<file path="config.mk">
export PLATFORM = sky130hd
export DESIGN_NAME = intel_hex_record_decoder
export DESIGN_NICKNAME = d
export VERILOG_FILES = /design/src/design/ihexdec_pkg.sv /design/src/design/ihexdec_front.sv /design/src/design/ihexdec_queue.sv /design/src/design/ihexdec_back.sv /design/src/design/intel_hex_record_decoder.sv
export SDC_FILE = /design/constraint.sdc
export NUM_CORES = 1
export LEC_CHECK = 0
export ABC_AREA = 1
export BUFFER_PORTS_ARGS = -buffer_cell sky130_fd_sc_hd__buf_4
export CAP_MARGIN = 0
export CORE_ASPECT_RATIO = 0.9
export CORE_UTILIZATION = 52
export CTS_CLUSTER_DIAMETER = 150
export DETAILED_ROUTE_END_ITERATION = 8
export GPL_ROUTABILITY_DRIVEN = 0
export PLACE_DENSITY_LB_ADDON = 0.08
export SYNTH_ARGS = -nofsm -noshare
export SYNTH_HDL_FRONTEND = slang
export SYNTH_SLANG_ARGS = --single-unit
</file>
<file path="constraint.sdc">
create_clock -name clock -period 3.01 [get_ports clock]
set_input_delay 0.1505 -clock clock [delete_from_list [all_inputs] [get_ports clock]]
set_output_delay 0.1505 -clock clock [all_outputs]
set_load 0.1 [all_outputs]
</file>
<file path="src/design/ihexdec_pkg.sv">
package ihexdec_pkg;

   localparam int unsigned CharWidth = 8;
   localparam int unsigned ByteWidth = 8;
   localparam int unsigned CountWidth = 9;
   localparam int unsigned NibbleWidth = 4;
   localparam int unsigned EndRunLength = 8;
   localparam int unsigned EndIdxWidth = $clog2(EndRunLength);
   localparam int unsigned QueueDepthDefault = 4;

   localparam logic [CharWidth-1:0] ColonChar = 8'h3A;
   localparam logic [ByteWidth-1:0] KindData = 8'h00;
   localparam logic [ByteWidth-1:0] KindEnd = 8'h01;
   localparam logic [CountWidth-1:0] AddrDigits = 9'd4;
   localparam logic [CountWidth-1:0] CsumDigits = 9'd2;

   typedef enum logic [2:0] {
      PH_HUNT,
      PH_COUNT,
      PH_ADDR,
      PH_TYPE,
      PH_DATA,
      PH_CSUM
   } phase_type;

   // work item handed from the parser to the output sequencer
   typedef struct packed {
      logic                 is_end;
      logic [ByteWidth-1:0] data;
   } cmd_type;

   typedef struct packed {
      logic full;
      logic empty;
   } queue_status_type;

   function automatic logic [NibbleWidth-1:0] hex_value(input logic [CharWidth-1:0] c);
      logic [NibbleWidth-1:0] v;
      v = '0;
      if (c >= 8'h30 && c <= 8'h39) begin
         v = NibbleWidth'(c - 8'h30);
      end else if (c >= 8'h61 && c <= 8'h66) begin
         v = NibbleWidth'(c - 8'h57);
      end else if (c >= 8'h41 && c <= 8'h46) begin
         v = NibbleWidth'(c - 8'h37);
      end
      return v;
   endfunction

   // fixed byte run produced by an end-of-file record
   function automatic logic [ByteWidth-1:0] end_byte(input logic [EndIdxWidth-1:0] idx);
      logic [ByteWidth-1:0] b;
      unique case (idx)
         3'd0:    b = 8'h04;
         3'd2:    b = 8'h22;
         default: b = 8'h00;
      endcase
      return b;
   endfunction

endpackage

</file>
<file path="src/design/ihexdec_front.sv">
module ihexdec_front (
   input  logic                        clock,
   input  logic                        reset,
   input  logic                        req_valid,
   output logic                        req_ready,
   input  logic [7:0]                  req_char_in,
   input  ihexdec_pkg::queue_status_type q_status,
   output logic                        push,
   output ihexdec_pkg::cmd_type        push_cmd
);
   import ihexdec_pkg::*;

   phase_type              phase_ff, phase_in;
   logic [CountWidth-1:0]  count_ff, count_in;
   logic [ByteWidth-1:0]   length_ff, length_in;
   logic [NibbleWidth-1:0] high_ff, high_in;

   logic                   accept;
   logic [NibbleWidth-1:0] digit;
   logic [CountWidth-1:0]  count_inc;
   logic [ByteWidth-1:0]   pair;

   assign req_ready = !q_status.full;
   assign accept    = req_valid && req_ready;
   assign digit     = hex_value(req_char_in);
   assign count_inc = count_ff + CountWidth'(1);
   assign pair      = {high_ff, digit};

   always_comb begin
      phase_in  = phase_ff;
      count_in  = count_ff;
      length_in = length_ff;
      high_in   = high_ff;
      push      = 1'b0;
      push_cmd  = '0;
      if (accept) begin
         unique case (phase_ff)
            PH_COUNT: begin
               if (count_ff == '0) begin
                  high_in  = digit;
                  count_in = CountWidth'(1);
               end else begin
                  length_in = pair;
                  phase_in  = PH_ADDR;
                  count_in  = '0;
               end
            end
            PH_ADDR: begin
               if (count_inc >= AddrDigits) begin
                  phase_in = PH_TYPE;
                  count_in = '0;
               end else begin
                  count_in = count_inc;
               end
            end
            PH_TYPE: begin
               if (count_ff == '0) begin
                  high_in  = digit;
                  count_in = CountWidth'(1);
               end else begin
                  count_in = '0;
                  if (pair == KindData) begin
                     phase_in = (length_ff != '0) ? PH_DATA : PH_CSUM;
                  end else if (pair == KindEnd) begin
                     push            = 1'b1;
                     push_cmd.is_end = 1'b1;
                     phase_in        = PH_HUNT;
                  end else begin
                     phase_in = PH_HUNT;
                  end
               end
            end
            PH_DATA: begin
               if (!count_ff[0]) begin
                  high_in = digit;
               end else begin
                  push          = 1'b1;
                  push_cmd.data = pair;
               end
               if (count_inc >= {length_ff, 1'b0}) begin
                  phase_in = PH_CSUM;
                  count_in = '0;
               end else begin
                  count_in = count_inc;
               end
            end
            PH_CSUM: begin
               if (count_inc >= CsumDigits) begin
                  phase_in = PH_HUNT;
                  count_in = '0;
               end else begin
                  count_in = count_inc;
               end
            end
            default: begin
               if (req_char_in == ColonChar) begin
                  phase_in = PH_COUNT;
                  count_in = '0;
               end else begin
                  phase_in = PH_HUNT;
               end
            end
         endcase
      end
   end

   always_ff @(posedge clock) begin
      if (reset) begin
         phase_ff  <= PH_HUNT;
         count_ff  <= '0;
         length_ff <= '0;
         high_ff   <= '0;
      end else begin
         phase_ff  <= phase_in;
         count_ff  <= count_in;
         length_ff <= length_in;
         high_ff   <= high_in;
      end
   end

endmodule

</file>
<file path="src/design/ihexdec_queue.sv">
module ihexdec_queue #(
   parameter int unsigned Depth = ihexdec_pkg::QueueDepthDefault
) (
   input  logic                           clock,
   input  logic                           reset,
   input  logic                           push,
   input  ihexdec_pkg::cmd_type           push_cmd,
   input  logic                           pop,
   output ihexdec_pkg::cmd_type           head_cmd,
   output ihexdec_pkg::queue_status_type  status,
   output logic [$clog2(Depth+1)-1:0]     fill
);
   import ihexdec_pkg::*;

   localparam int unsigned PtrWidth = (Depth > 1) ? $clog2(Depth) : 1;
   localparam int unsigned FillWidth = $clog2(Depth+1);
   localparam logic [PtrWidth-1:0] LastPtr = PtrWidth'(Depth - 1);

   cmd_type               slots_ff [Depth];
   logic [PtrWidth-1:0]   wr_ptr_ff, wr_ptr_in;
   logic [PtrWidth-1:0]   rd_ptr_ff, rd_ptr_in;
   logic [FillWidth-1:0]  fill_ff, fill_in;
   logic                  do_push, do_pop;

   assign status.full  = (fill_ff == FillWidth'(Depth));
   assign status.empty = (fill_ff == '0);
   assign do_push      = push && !status.full;
   assign do_pop       = pop && !status.empty;
   assign head_cmd     = slots_ff[rd_ptr_ff];
   assign fill         = fill_ff;

   always_comb begin
      wr_ptr_in = wr_ptr_ff;
      rd_ptr_in = rd_ptr_ff;
      fill_in   = fill_ff;
      if (do_push) begin
         wr_ptr_in = (wr_ptr_ff == LastPtr) ? '0 : wr_ptr_ff + PtrWidth'(1);
      end
      if (do_pop) begin
         rd_ptr_in = (rd_ptr_ff == LastPtr) ? '0 : rd_ptr_ff + PtrWidth'(1);
      end
      if (do_push && !do_pop) begin
         fill_in = fill_ff + FillWidth'(1);
      end else if (do_pop && !do_push) begin
         fill_in = fill_ff - FillWidth'(1);
      end
   end

   always_ff @(posedge clock) begin
      if (do_push) begin
         slots_ff[wr_ptr_ff] <= push_cmd;
      end
   end

   always_ff @(posedge clock) begin
      if (reset) begin
         wr_ptr_ff <= '0;
         rd_ptr_ff <= '0;
         fill_ff   <= '0;
      end else begin
         wr_ptr_ff <= wr_ptr_in;
         rd_ptr_ff <= rd_ptr_in;
         fill_ff   <= fill_in;
      end
   end

endmodule

</file>
<file path="src/design/ihexdec_back.sv">
module ihexdec_back (
   input  logic                          clock,
   input  logic                          reset,
   input  ihexdec_pkg::queue_status_type q_status,
   input  ihexdec_pkg::cmd_type          head_cmd,
   output logic                          pop,
   output logic                          rsp_valid,
   input  logic                          rsp_ready,
   output logic [7:0]                    rsp_out_byte,
   output logic                          rsp_from_end_record,
   output logic                          rsp_last_of_run
);
   import ihexdec_pkg::*;

   localparam logic [EndIdxWidth-1:0] LastIdx = EndIdxWidth'(EndRunLength - 1);

   logic                   valid_ff, valid_in;
   logic [ByteWidth-1:0]   byte_ff, byte_in;
   logic                   end_ff, end_in;
   logic                   last_ff, last_in;
   logic                   run_ff, run_in;
   logic [EndIdxWidth-1:0] idx_ff, idx_in;
   logic                   load;

   assign load = !valid_ff || rsp_ready;

   always_comb begin
      valid_in = valid_ff;
      byte_in  = byte_ff;
      end_in   = end_ff;
      last_in  = last_ff;
      run_in   = run_ff;
      idx_in   = idx_ff;
      pop      = 1'b0;
      if (load) begin
         if (run_ff) begin
            valid_in = 1'b1;
            byte_in  = end_byte(idx_ff);
            end_in   = 1'b1;
            last_in  = (idx_ff == LastIdx);
            run_in   = (idx_ff != LastIdx);
            idx_in   = idx_ff + EndIdxWidth'(1);
         end else if (!q_status.empty) begin
            pop      = 1'b1;
            valid_in = 1'b1;
            if (head_cmd.is_end) begin
               byte_in = end_byte('0);
               end_in  = 1'b1;
               last_in = 1'b0;
               run_in  = 1'b1;
               idx_in  = EndIdxWidth'(1);
            end else begin
               byte_in = head_cmd.data;
               end_in  = 1'b0;
               last_in = 1'b1;
            end
         end else begin
            valid_in = 1'b0;
         end
      end
   end

   always_ff @(posedge clock) begin
      if (reset) begin
         valid_ff <= 1'b0;
         run_ff   <= 1'b0;
         idx_ff   <= '0;
      end else begin
         valid_ff <= valid_in;
         run_ff   <= run_in;
         idx_ff   <= idx_in;
      end
   end

   always_ff @(posedge clock) begin
      byte_ff <= byte_in;
      end_ff  <= end_in;
      last_ff <= last_in;
   end

   assign rsp_valid           = valid_ff;
   assign rsp_out_byte        = byte_ff;
   assign rsp_from_end_record = end_ff;
   assign rsp_last_of_run     = last_ff;

endmodule

</file>
<file path="src/design/intel_hex_record_decoder.sv">
// intel hex record decoder: takes one ascii character per transfer on req_ and emits
// decoded bytes on rsp_. characters are dropped until a colon, then the record header
// (count, address, type) is parsed; data records give one byte per digit pair, an end
// record gives the fixed run 04 00 22 00 00 00 00 00 with only the eighth byte marked
// last, other record types give nothing. the checksum is skipped, not verified. a
// parser front end takes one character every cycle and posts byte or end-run jobs to
// a QueueDepth-entry queue; the back end drains one result per cycle, unless rsp_ready
// stalls it, into a registered output stage. so the input runs at one character per
// cycle as long as the queue has room; an end record occupies the output for its run
// of eight bytes, which without output stalls ends before the next record can post a
// job, so only a stalled output fills the queue and holds req_ready low. with the queue
// empty, a completed byte is written to the queue, then loaded into the output stage.
module intel_hex_record_decoder #(
   parameter int unsigned QueueDepth = ihexdec_pkg::QueueDepthDefault
) (
   input  logic       clock,
   input  logic       reset,
   input  logic       req_valid,
   output logic       req_ready,
   input  logic [7:0] req_char_in,
   output logic       rsp_valid,
   input  logic       rsp_ready,
   output logic [7:0] rsp_out_byte,
   output logic       rsp_from_end_record,
   output logic       rsp_last_of_run
);
   import ihexdec_pkg::*;

   localparam int unsigned FillWidth = $clog2(QueueDepth+1);

   // parser to queue
   logic             push;
   cmd_type          push_cmd;
   // queue to output sequencer
   logic             pop;
   cmd_type          head_cmd;
   queue_status_type q_status;
   logic [FillWidth-1:0] q_fill;

   // front end: header parsing and byte assembly
   ihexdec_front u_front (
      .clock       (clock),
      .reset       (reset),
      .req_valid   (req_valid),
      .req_ready   (req_ready),
      .req_char_in (req_char_in),
      .q_status    (q_status),
      .push        (push),
      .push_cmd    (push_cmd)
   );

   // job queue decoupling parsing from result delivery
   ihexdec_queue #(
      .Depth (QueueDepth)
   ) u_queue (
      .clock    (clock),
      .reset    (reset),
      .push     (push),
      .push_cmd (push_cmd),
      .pop      (pop),
      .head_cmd (head_cmd),
      .status   (q_status),
      .fill     (q_fill)
   );

   // back end: expands jobs into result transfers
   ihexdec_back u_back (
      .clock               (clock),
      .reset               (reset),
      .q_status            (q_status),
      .head_cmd            (head_cmd),
      .pop                 (pop),
      .rsp_valid           (rsp_valid),
      .rsp_ready           (rsp_ready),
      .rsp_out_byte        (rsp_out_byte),
      .rsp_from_end_record (rsp_from_end_record),
      .rsp_last_of_run     (rsp_last_of_run)
   );

   // data bytes always close their own run
   a_data_is_last : assert property (@(posedge clock) disable iff (reset)
      rsp_valid && !rsp_from_end_record |-> rsp_last_of_run)
      else $error("data byte without last_of_run");

   // an end run continues without gaps once started
   a_end_run_contiguous : assert property (@(posedge clock) disable iff (reset)
      rsp_valid && rsp_ready && rsp_from_end_record && !rsp_last_of_run
      |=> rsp_valid && rsp_from_end_record)
      else $error("end run interrupted");

   // the parser never pushes into a full queue
   a_no_overflow : assert property (@(posedge clock) disable iff (reset)
      push |-> !q_status.full && q_fill < FillWidth'(QueueDepth))
      else $error("queue overflow");

endmodule

</file>
==> results of run 1 <==
==> per-stage QoR <==
step | area (sq um) | power [mW] | worst slack, ns | cells | utilization
after floorplan | 4410 | 2.85 | 0.154 | 528 | -
after global placement | 4720 | 3.23 | 0.372 | 648 | 0.579
after detailed placement | 4720 | 3.25 | 0.275 | 648 | 0.579
after CTS | 4910 | 4.05 | 0.318 | 664 | 0.603
after global routing | 4910 | 4.29 | 0.0425 | 664 | 0.603
final | 4910 | 4.03 | 0.288 | 664 | 0.603
==> layer usage <==
metal  global-route usage  vias up  share of wire
met5                    0        -              0
met4               0.0638        0          0.012
met3               0.0555       14          0.045
met2                0.401       72           0.49
met1                0.276     1624           0.45
li1                     -     1809              -
==> flip-flops by register name, summed over array words and instances, names as in the netlist, named ones only <==
signal,cells
u_back.idx_ff,3
u_back.rsp_from_end_record,1
u_back.rsp_last_of_run,1
u_back.rsp_out_byte,8
u_back.rsp_valid,1
u_back.run_ff,1
u_front.count_ff,9
u_front.high_ff,4
u_front.length_ff,8
u_front.phase_ff,3
u_queue.fill,3
u_queue.rd_ptr_ff,2
u_queue.slots_ff,36
u_queue.wr_ptr_ff,2
==> placed cells by master (no fill, tap or decap), types with 13 or more instances in the layout <==
cell | netlist | layout
inv_1 | 73 | 73
buf_4 | 2 | 34
o21ai_0 | 39 | 39
nor2_1 | 73 | 73
a21oi_1 | 40 | 40
nand4_1 | 13 | 13
dfxtp_1 | 38 | 38
nand2_1 | 86 | 86
nand3_1 | 29 | 29
edfxtp_1 | 46 | 46
ha_1 | 25 | 25
==> area by class of cell <==
cell class | instances | area [sq um]
clock inverter | 6 | 68.8
tap | 99 | 124
clock buffer | 10 | 128
inverter | 81 | 304
multi-input combinational | 350 | 1890
sequential | 84 | 2140
fill | 725 | 3230
timing repair buffer | 34 | 255
==> worst paths after layout <==
kind / start / end / slack (ns) / depth (start not counted)
setup / recovery: u_front.count_ff[0]$_SDFFE_PP0P_ / u_front.phase_ff[1]$_SDFFE_PP0P_ / 0.29 / 17
hold / removal: rsp_ready / u_back.run_ff$_SDFFE_PP0P_ / 0.08 / 4
setup reg to reg: u_front.count_ff[0]$_SDFFE_PP0P_ / u_front.phase_ff[1]$_SDFFE_PP0P_ / 0.29 / 17
hold reg to reg: u_back.idx_ff[0]$_SDFFE_PP0P_ / u_back.idx_ff[0]$_SDFFE_PP0P_ / 0.46 / 1
==> critical path, stage by stage, from the launching register on <==
cell     delay, ns
dfxtp_1       0.47
ha_1          0.26
nand2_1       0.08
nor2_2        0.16
nand4_1       0.12
nand2_2       0.12
inv_1         0.06
ha_1          0.30
nand2_1       0.06
nor2_1        0.17
nand3_1       0.12
nand4_1       0.16
nand2_1       0.11
nor2_2        0.15
nand2_1       0.10
nand2_1       0.07
nand2_1       0.04
nor2_1        0.11
==> logic make-up (layout without fill, tap and decap cells) <==
family,Yosys count,count (layout),synth area share
simple gates,229,229,0.235
fa+ha+maj,26,26,0.0755
buf+inv,94,131,0.0846
compound gates,92,92,0.113
xor+xnor,3,3,0.00596
flops,84,84,0.486
==> power groups by stage <==
stage | logic [mW] | clock network, mW | registers, mW
after floorplan | 0.775 | 0 | 2.07
after global placement | 1.69 | 0 | 1.54
after detailed placement | 1.71 | 0 | 1.54
after CTS | 1.71 | 0.824 | 1.52
after global routing | 1.88 | 0.874 | 1.54
final | 1.71 | 0.807 | 1.51
==> run metrics, run 1 <==
status=finished, final reports clean; row count=31; die width=99.0 microns; # setup viols final=0; post-CTS setup repair buffer count=0; clock power share=0.200; P&R area growth vs syn=11.5%; max-slew violations=0; initial antenna violation count=0; first-pass GRT wire length=15400 microns; Ports=24; Commonest cells post-synth=nand2_1, inv_1, nor2_1; nets=598; Antenna Nets Post-Route=0; Post-Syn Area per Cell=approximately 8.3 sq um; Max-Cap Viols=0; CTS tree=built; DR pass1 iterations=4; Post-Syn Instances=approximately 530; main area contributors after synthesis=edfxtp_1, dfxtp_1, nand2_1; Synth top area share=0.313; synth unique cells=40; drt initial violations=212; maximum clock frequency=367 MHz; Yosys warning count=0; Clock transition at path regs=about 0.090 ns; Num CTS Buffers=9; Worst-Margin Slew=about 0.62 ns; # diodes=0; clock skew=0.0118 ns; layout cells sized above 1=0.136; Root Buffer=clkbuf_8; wire per inst=13.9 microns; switching share of power=0.443; Seq pwr share=0.376; final worst-path cycle share=0.904; CP required=3.30 ns; Final Hold Vio Count=0; # port buffers=23; dominant synthesized flop cell=edfxtp_1; synthesized area=0.00441 sq mm; most common cell in the netlist=nand2_1; Worst Setup Start Kind=flip-flop; worst-case clock buffer depth=2; worst-path maximum fanout=7; hold_buf cts=0; gr usage total=0.225; via count=3519; setup TNS=0 ns; die area=between 0.008 and 0.009 sq mm; post-synth top area cell=edfxtp_1; Seq/Total Area, Yosys=0.486; #FFs+latches synth=84; Setup crit end kind=flip-flop; pin count of the biggest net entering global routing=23; Tmin final=about 2.7 ns; hold slack final=0.0784 ns; vias in the first global route=about 3.3k; Max-slew headroom=0.587; fraction of registers with async set/reset=0; Resize count post-CTS=0; Net Count, Synth=566; Die Ht=a little under 90 microns; EDFF count, synth=46; Combinational Power Share=0.424; Leakage=approximately 2.1 nW; Pwr Density=820 mW/mm^2; clock tree sinks=84; hold crit path type=input pin to flip-flop; drt via density=approximately 5.3; Core ar.=approximately 0.0081 sq mm; RSZ-0062 raised after global routing=no; Net Sw Power=between 1.5 and 2 mW; worst vdd ir=0.556 mV; Congestion Overflow GR=0; DRC Markers=0; clock latency on the worst-skew pair=roughly 0.35 ns; Starting Density=0.541; WP data arrival=3.01 ns; drt total wl=9250 microns; hpwl dp=just under 7000 microns; htree depth=3; internal power=around 2.2 mW; crit path kind=flip-flop to flip-flop
No activity file was read; power rests on OpenSTA's default activity.
==> run 2: changes to the inputs <==
--- a/config.mk
+++ b/config.mk
@@ -8,8 +8,10 @@
 export ABC_AREA = 1
 export BUFFER_PORTS_ARGS = -buffer_cell sky130_fd_sc_hd__buf_4
 export CAP_MARGIN = 0
+export CELL_PAD_IN_SITES_DETAIL_PLACEMENT = 0
+export CELL_PAD_IN_SITES_GLOBAL_PLACEMENT = 2
 export CORE_ASPECT_RATIO = 0.9
-export CORE_UTILIZATION = 52
+export CORE_UTILIZATION = 37
 export CTS_CLUSTER_DIAMETER = 150
 export DETAILED_ROUTE_END_ITERATION = 8
 export GPL_ROUTABILITY_DRIVEN = 0
==> run metrics, run 2 (same netlist as run 1, synthesis figures left out) <==
final worst-path cycle share=0.870 (-0.0337); placed cell count=705 (+8.8%); R2R cell count=17 (unchanged); hold slack final=0.0990 ns (+0.0205 ns); Worst Setup Start Kind=flip-flop; Worst-Margin Slew=0.815 ns (+0.196 ns); Antenna Nets Post-Route=0 (unchanged); layout cells sized above 1=0.138 (+0.00177); drt initial violations=247 (+17%); Starting Density=0.382 (-0.159); WP data arrival=2.90 ns (-0.11 ns); DR pass1 iterations=7 (+3); Resize count post-CTS=0 (unchanged); setup TNS=0 ns (unchanged); max reg flops=36 (unchanged); worst-case clock buffer depth=2 (unchanged); reg2reg setup slack=0.39 ns (+0.10 ns); hold crit path type=input pin to flip-flop; commonest non-fill, non-tap cell in the layout=nand2_1; Core ar.=0.0115 sq mm (+42%); die width=117 microns (+18%); row count=37 (+19%); Ports=24 (unchanged); htree depth=3 (unchanged); CP required=3.29 ns (about the same); max-slew violations=0 (unchanged); Max-slew headroom=0.457 (-0.130); nets=598 (unchanged); Final Non-Filler Cells=721 (+8.6%); Final Hold Vio Count=0 (unchanged); P&R area growth vs syn=15.1%; Die Ht=106 microns (+18%); die area=0.0124 sq mm (+40%); Max-Cap Viols=0 (unchanged); biggest regs=u_queue.slots_ff: 36 flops, u_front.count_ff: 9 flops; worst vdd ir=0.262 mV (-53%); Biggest register=u_queue.slots_ff; clock tree sinks=84 (unchanged); hpwl dp=7420 microns (+7.6%); drt total wl=9870 microns (+6.6%); via count=3428 (-2.6%); gr usage total=0.176 (-0.0490); # port buffers=23 (unchanged); wire per inst=13.7 microns (-1.8%); vias in the first global route=3287 (+0.61%); CTS tree=built; # diodes=0 (unchanged); maximum clock frequency=382 MHz (+3.9%); clock latency on the worst-skew pair=0.34 ns (about the same); Hold Path Stages=4 (unchanged); drt via density=4.75 (-10%); clock skew=0.00612 ns (-0.00566 ns); pin count of the biggest net entering global routing=23 (unchanged); status=finished, final reports clean; first-pass GRT wire length=16200 microns (+5.2%); initial antenna violation count=0 (unchanged); worst-path maximum fanout=5 (-2); Num CTS Buffers=9 (unchanged); Leakage=2.17 nW (+2.1%); Congestion Overflow GR=0 (unchanged); Root Buffer=clkbuf_16; DRC Markers=0 (unchanged); post-CTS setup repair buffer count=0 (unchanged); RSZ-0062 raised after global routing=no; commonest non-fill, non-tap cells in the layout=nand2_1, nor2_1, inv_1; # setup viols final=0 (unchanged); crit path kind=flip-flop to flip-flop; Pwr Density=844 mW/mm^2 (+2.9%); Total Power=4.28 mW (+6.3%); Clock transition at path regs=0.06 ns (-0.03 ns); Setup crit end kind=flip-flop; hold_buf cts=0 (unchanged); Tmin final=2.62 ns (-0.101 ns)
==> run 2: final timing paths <==
| check | start | end |
|---|---|---|
| setup / recovery | u_front.count_ff[0]$_SDFFE_PP0P_ | u_front.phase_ff[0]$_SDFFE_PP0P_ |
| setup reg to reg | u_front.count_ff[0]$_SDFFE_PP0P_ | u_front.phase_ff[0]$_SDFFE_PP0P_ |
| hold reg to reg | u_back.idx_ff[0]$_SDFFE_PP0P_ | u_back.idx_ff[0]$_SDFFE_PP0P_ |
| hold / removal | rsp_ready | u_back.run_ff$_SDFFE_PP0P_ |
==> run 2: area by class of cell <==
| type | instances | area (sq um) |
|---|---|---|
| sequential | 84 | 2140 |
| timing repair buffer | 34 | 255 |
| multi-input combinational | 350 | 1890 |
| fill | 1170 | 6450 |
| tap | 156 | 195 |
| clock buffer | 10 | 239 |
| clock inverter | 6 | 46.3 |
| inverter | 81 | 304 |
==> run 2: per-stage QoR <==
step | util | setup WS (ns) | instance area, sq um
floorplan | - | 0.154 | 4410
finish | 0.440 | 0.390 | 5070
detailed placement | 0.415 | 0.253 | 4790
CTS | 0.440 | 0.390 | 5070
global placement | 0.415 | 0.339 | 4790
global route | 0.440 | 0.0737 | 5070
==> run 2: report_power, final <==
group | internal [mW] | leakage [nW] | total [mW] | switching (mW)
clock | 0.590 | 0.141 | 1.05 | 0.465
sequential | 1.42 | 0.714 | 1.53 | 0.110
combinational | 0.428 | 1.32 | 1.69 | 1.27
total | 2.44 | 2.17 | 4.28 | 1.84
==> run 2: worst max-delay path: stages (launching register included) <==
cell and delay (ns):
dfxtp_1 0.42, ha_1 0.25, nand2_1 0.08, nor2_2 0.16, nand4_1 0.13, nand2_2 0.13
inv_1 0.06, ha_1 0.29, nand2_1 0.05, nor2_1 0.13, nand3_1 0.08, nand4_1 0.18
nand2_2 0.11, nor2_4 0.14, nand2_1 0.11, nand2_1 0.08, nand2_1 0.05, a21oi_2 0.12
==> run 2: metal layers <==
layer / GRT usage / vias up / part of all wire
met4: 0.0561 / 0 / 0.015
met3: 0.0466 / 12 / 0.029
met5: 0 / - / 0
met1: 0.233 / 1559 / 0.49
li1: - / 1810 / -
met2: 0.279 / 47 / 0.47
==> run 3: changes to the inputs <==
--- a/config.mk
+++ b/config.mk
@@ -11,7 +11,7 @@
 export CELL_PAD_IN_SITES_DETAIL_PLACEMENT = 0
 export CELL_PAD_IN_SITES_GLOBAL_PLACEMENT = 2
 export CORE_ASPECT_RATIO = 0.9
-export CORE_UTILIZATION = 37
+export CORE_UTILIZATION = 34
 export CTS_CLUSTER_DIAMETER = 150
 export DETAILED_ROUTE_END_ITERATION = 8
 export GPL_ROUTABILITY_DRIVEN = 0
==> constraint.sdc (replaced) <==
create_clock -name clock -period 2.4 [get_ports clock]
set_input_delay 0.12 -clock clock [delete_from_list [all_inputs] [get_ports clock]]
set_output_delay 0.12 -clock clock [all_outputs]
set_load 0.1 [all_outputs]
==> run metrics, run 3 (same netlist as run 1, synthesis figures left out) <==
die width=122 microns (+4.2%); pin count of the biggest net entering global routing=23 (unchanged); vias in the first global route=3643 (+11%); Max-slew headroom=0.565 (+0.109); reg2reg end=u_front.count_ff[7]$_SDFFE_PP0P_; drt via density=4.69 (-1.4%); drt total wl=10300 microns (+4.4%); met3 routed WL=310 microns (+9.2%); slowest CP cell=dfxtp_4; CP required=2.67 ns (-0.62 ns); Total Power=5.58 mW (+30%); setup TNS=0 ns (unchanged); htree depth=3 (unchanged); gr usage total=0.172 (-0.00438); status=finished, final reports clean; Setup crit start=u_front.count_ff[0]$_SDFFE_PP0P_; Max-Cap Viols=0 (unchanged); Pwr Density=968 mW/mm^2 (+15%); nets=655 (+9.5%); reg2reg setup slack=0.01 ns (-0.37 ns); Starting Density=0.347 (-0.0349); commonest non-fill, non-tap cells in the layout=buf_4, nand2_1, nor2_1; worst-case clock buffer depth=2 (unchanged); clock power share=0.230 (-0.016); max reg flops=36 (unchanged); Ports=24 (unchanged); Antenna Nets Post-Route=0 (unchanged); FF-to-FF Start=u_front.count_ff[0]$_SDFFE_PP0P_; row count=39 (+5.4%); final worst-path cycle share=0.994 (+0.123); initial antenna violation count=0 (unchanged); crit path kind=flip-flop to flip-flop; hold slack final=0.0761 ns (-0.0229 ns); Net Sw Power=2.38 mW (+29%); biggest regs=u_queue.slots_ff: 36 flops, u_front.count_ff: 9 flops; clock tree sinks=84 (unchanged); P&R area growth vs syn=30.8%; Biggest register=u_queue.slots_ff; max-slew violations=0 (unchanged); Setup crit end kind=flip-flop; internal power=3.20 mW (+31%); Leakage=2.46 nW (+13%); Hold Path Stages=4 (unchanged); # diodes=0 (unchanged); Worst Hold Launch=rsp_ready; Final Hold Vio Count=0 (unchanged); DR top layer=met4; hold_buf cts=0 (unchanged); DR pass1 iterations=4 (-3); wl on met1=4780 microns (-0.64%); Clock transition at path regs=0.07 ns (about the same); # port buffers=23 (unchanged); # setup viols final=0 (unchanged); layout cells sized above 1=0.293 (+0.155); Combinational Power Share=0.432 (+0.036); Tmin final=2.39 ns (-0.235 ns); worst-path maximum fanout=5 (unchanged); clock skew=0.0117 ns (+0.00558 ns); hpwl dp=7880 microns (+6.2%); Num CTS Buffers=9 (unchanged); via count=3684 (+7.5%); drt initial violations=236 (-4.5%); WP data arrival=2.65 ns (-0.25 ns); Seq pwr share=0.338 (-0.020); switching share of power=0.426 (-0.00373); R2R cell count=15 (-2); maximum clock frequency=419 MHz (+9.9%); hold crit path type=input pin to flip-flop; Congestion Overflow GR=0 (unchanged); RSZ-0062 raised after global routing=yes; Die Ht=110 microns (+4.2%); CTS tree=built; filler instances=1290 (+10%); worst vdd ir=0.446 mV (+71%); crit-path cells=ha_4 -> buf_6 -> nand3_4 -> xor2_4 -> inv_2 -> ha_4 -> a21oi_2 -> o21ai_1 -> nand2_1 -> nand4_1 -> nand2_2 -> nor2_4 -> nor2_4 -> nand2_1 -> a21oi_1; DRC Markers=0 (unchanged); Root Buffer=clkbuf_16; Worst-Margin Slew=0.651 ns (-0.164 ns); commonest non-fill, non-tap cell in the layout=buf_4; final core occ=0.454 (+0.0143); biggest cell delay along the critical path=0.37 ns (-0.05 ns); met2 wire length=5060 microns (+9.5%); die area=0.0134 sq mm (+8.7%); first-pass GRT wire length=17600 microns (+8.5%); Core ar.=0.0127 sq mm (+10%); worst hold endpoint=u_back.run_ff$_SDFFE_PP0P_; wire per inst=13.1 microns (-4.2%); clock latency on the worst-skew pair=0.34 ns (about the same); Worst Setup Start Kind=flip-flop
## run 3: cell types whose count changed in the layout (fill, tap and decap cells not counted), sizes merged
cell      delta
buf         +57
clkinvlp     +1
clkbuf       -1
## run 3: repair_timing
action                                  4_1_cts  5_1_grt
buffers inserted                              6        3
endpoints found under the setup margin       12       14
gates resized for setup                      24       41
pin swaps                                    23       38
## run 3: per-stage QoR
| stage | instance area (sq um) | instances | worst slack (ns) |
|---|---|---|---|
| after floorplan | 4420 | 528 | 0.0407 |
| after global placement | 5170 | 761 | -0.182 |
| after detailed placement | 5170 | 761 | -0.186 |
| after CTS | 5590 | 783 | 0.00395 |
| after global routing | 5770 | 786 | -0.123 |
| final | 5770 | 786 | 0.0149 |
## run 3: power by group through the flow
stage | sequential, mW | clock (mW) | combinational [mW]
floorplan | 2.61 | 0 | 0.982
global placement | 1.92 | 0 | 2.37
detailed placement | 1.92 | 0 | 2.37
CTS | 1.89 | 1.32 | 2.41
global route | 1.92 | 1.39 | 2.66
finish | 1.89 | 1.28 | 2.41
## run 3: worst max-delay path, delay by kind of cell (launching register included)
family          cells  cell delay [ns]
compound gates      3             0.32
xor+xnor            1             0.19
fa+ha+maj           2             0.39
buf+inv             2             0.21
flops               1             0.37
simple gates        7             0.83
## run 3: per-layer routing
metal | global-route usage | up-vias
met5 | 0 | -
met4 | 0.0556 | 0
met2 | 0.294 | 53
met3 | 0.0365 | 13
met1 | 0.216 | 1690
li1 | - | 1928
## run 3: layout make-up
type                    instances  area [sq um]  area share
clock buffers                   9           225      0.0391
well taps                     164           205      0.0356
multi-input cells             350          2130       0.369
clock inverters                 7          50.0     0.00868
inverters                      81           307      0.0532
repair buffers                 91           694       0.120
flip-flops and latches         84          2160       0.374
## run 3: how the worst max path moves through the flow
stage / to / slack, ns / depth (start not counted)
2_1_floorplan: u_queue.fill[2]$_SDFFE_PP0P_ / 0.04 / 13
3_3_place_gp: u_queue.fill[2]$_SDFFE_PP0P_ / -0.18 / 19
6_report: u_front.count_ff[7]$_SDFFE_PP0P_ / 0.01 / 15
3_5_place_dp: u_queue.fill[2]$_SDFFE_PP0P_ / -0.19 / 19
4_1_cts: u_front.count_ff[3]$_SDFFE_PP0P_ / 0.004 / 16
5_1_grt: u_front.count_ff[7]$_SDFFE_PP0P_ / -0.12 / 15
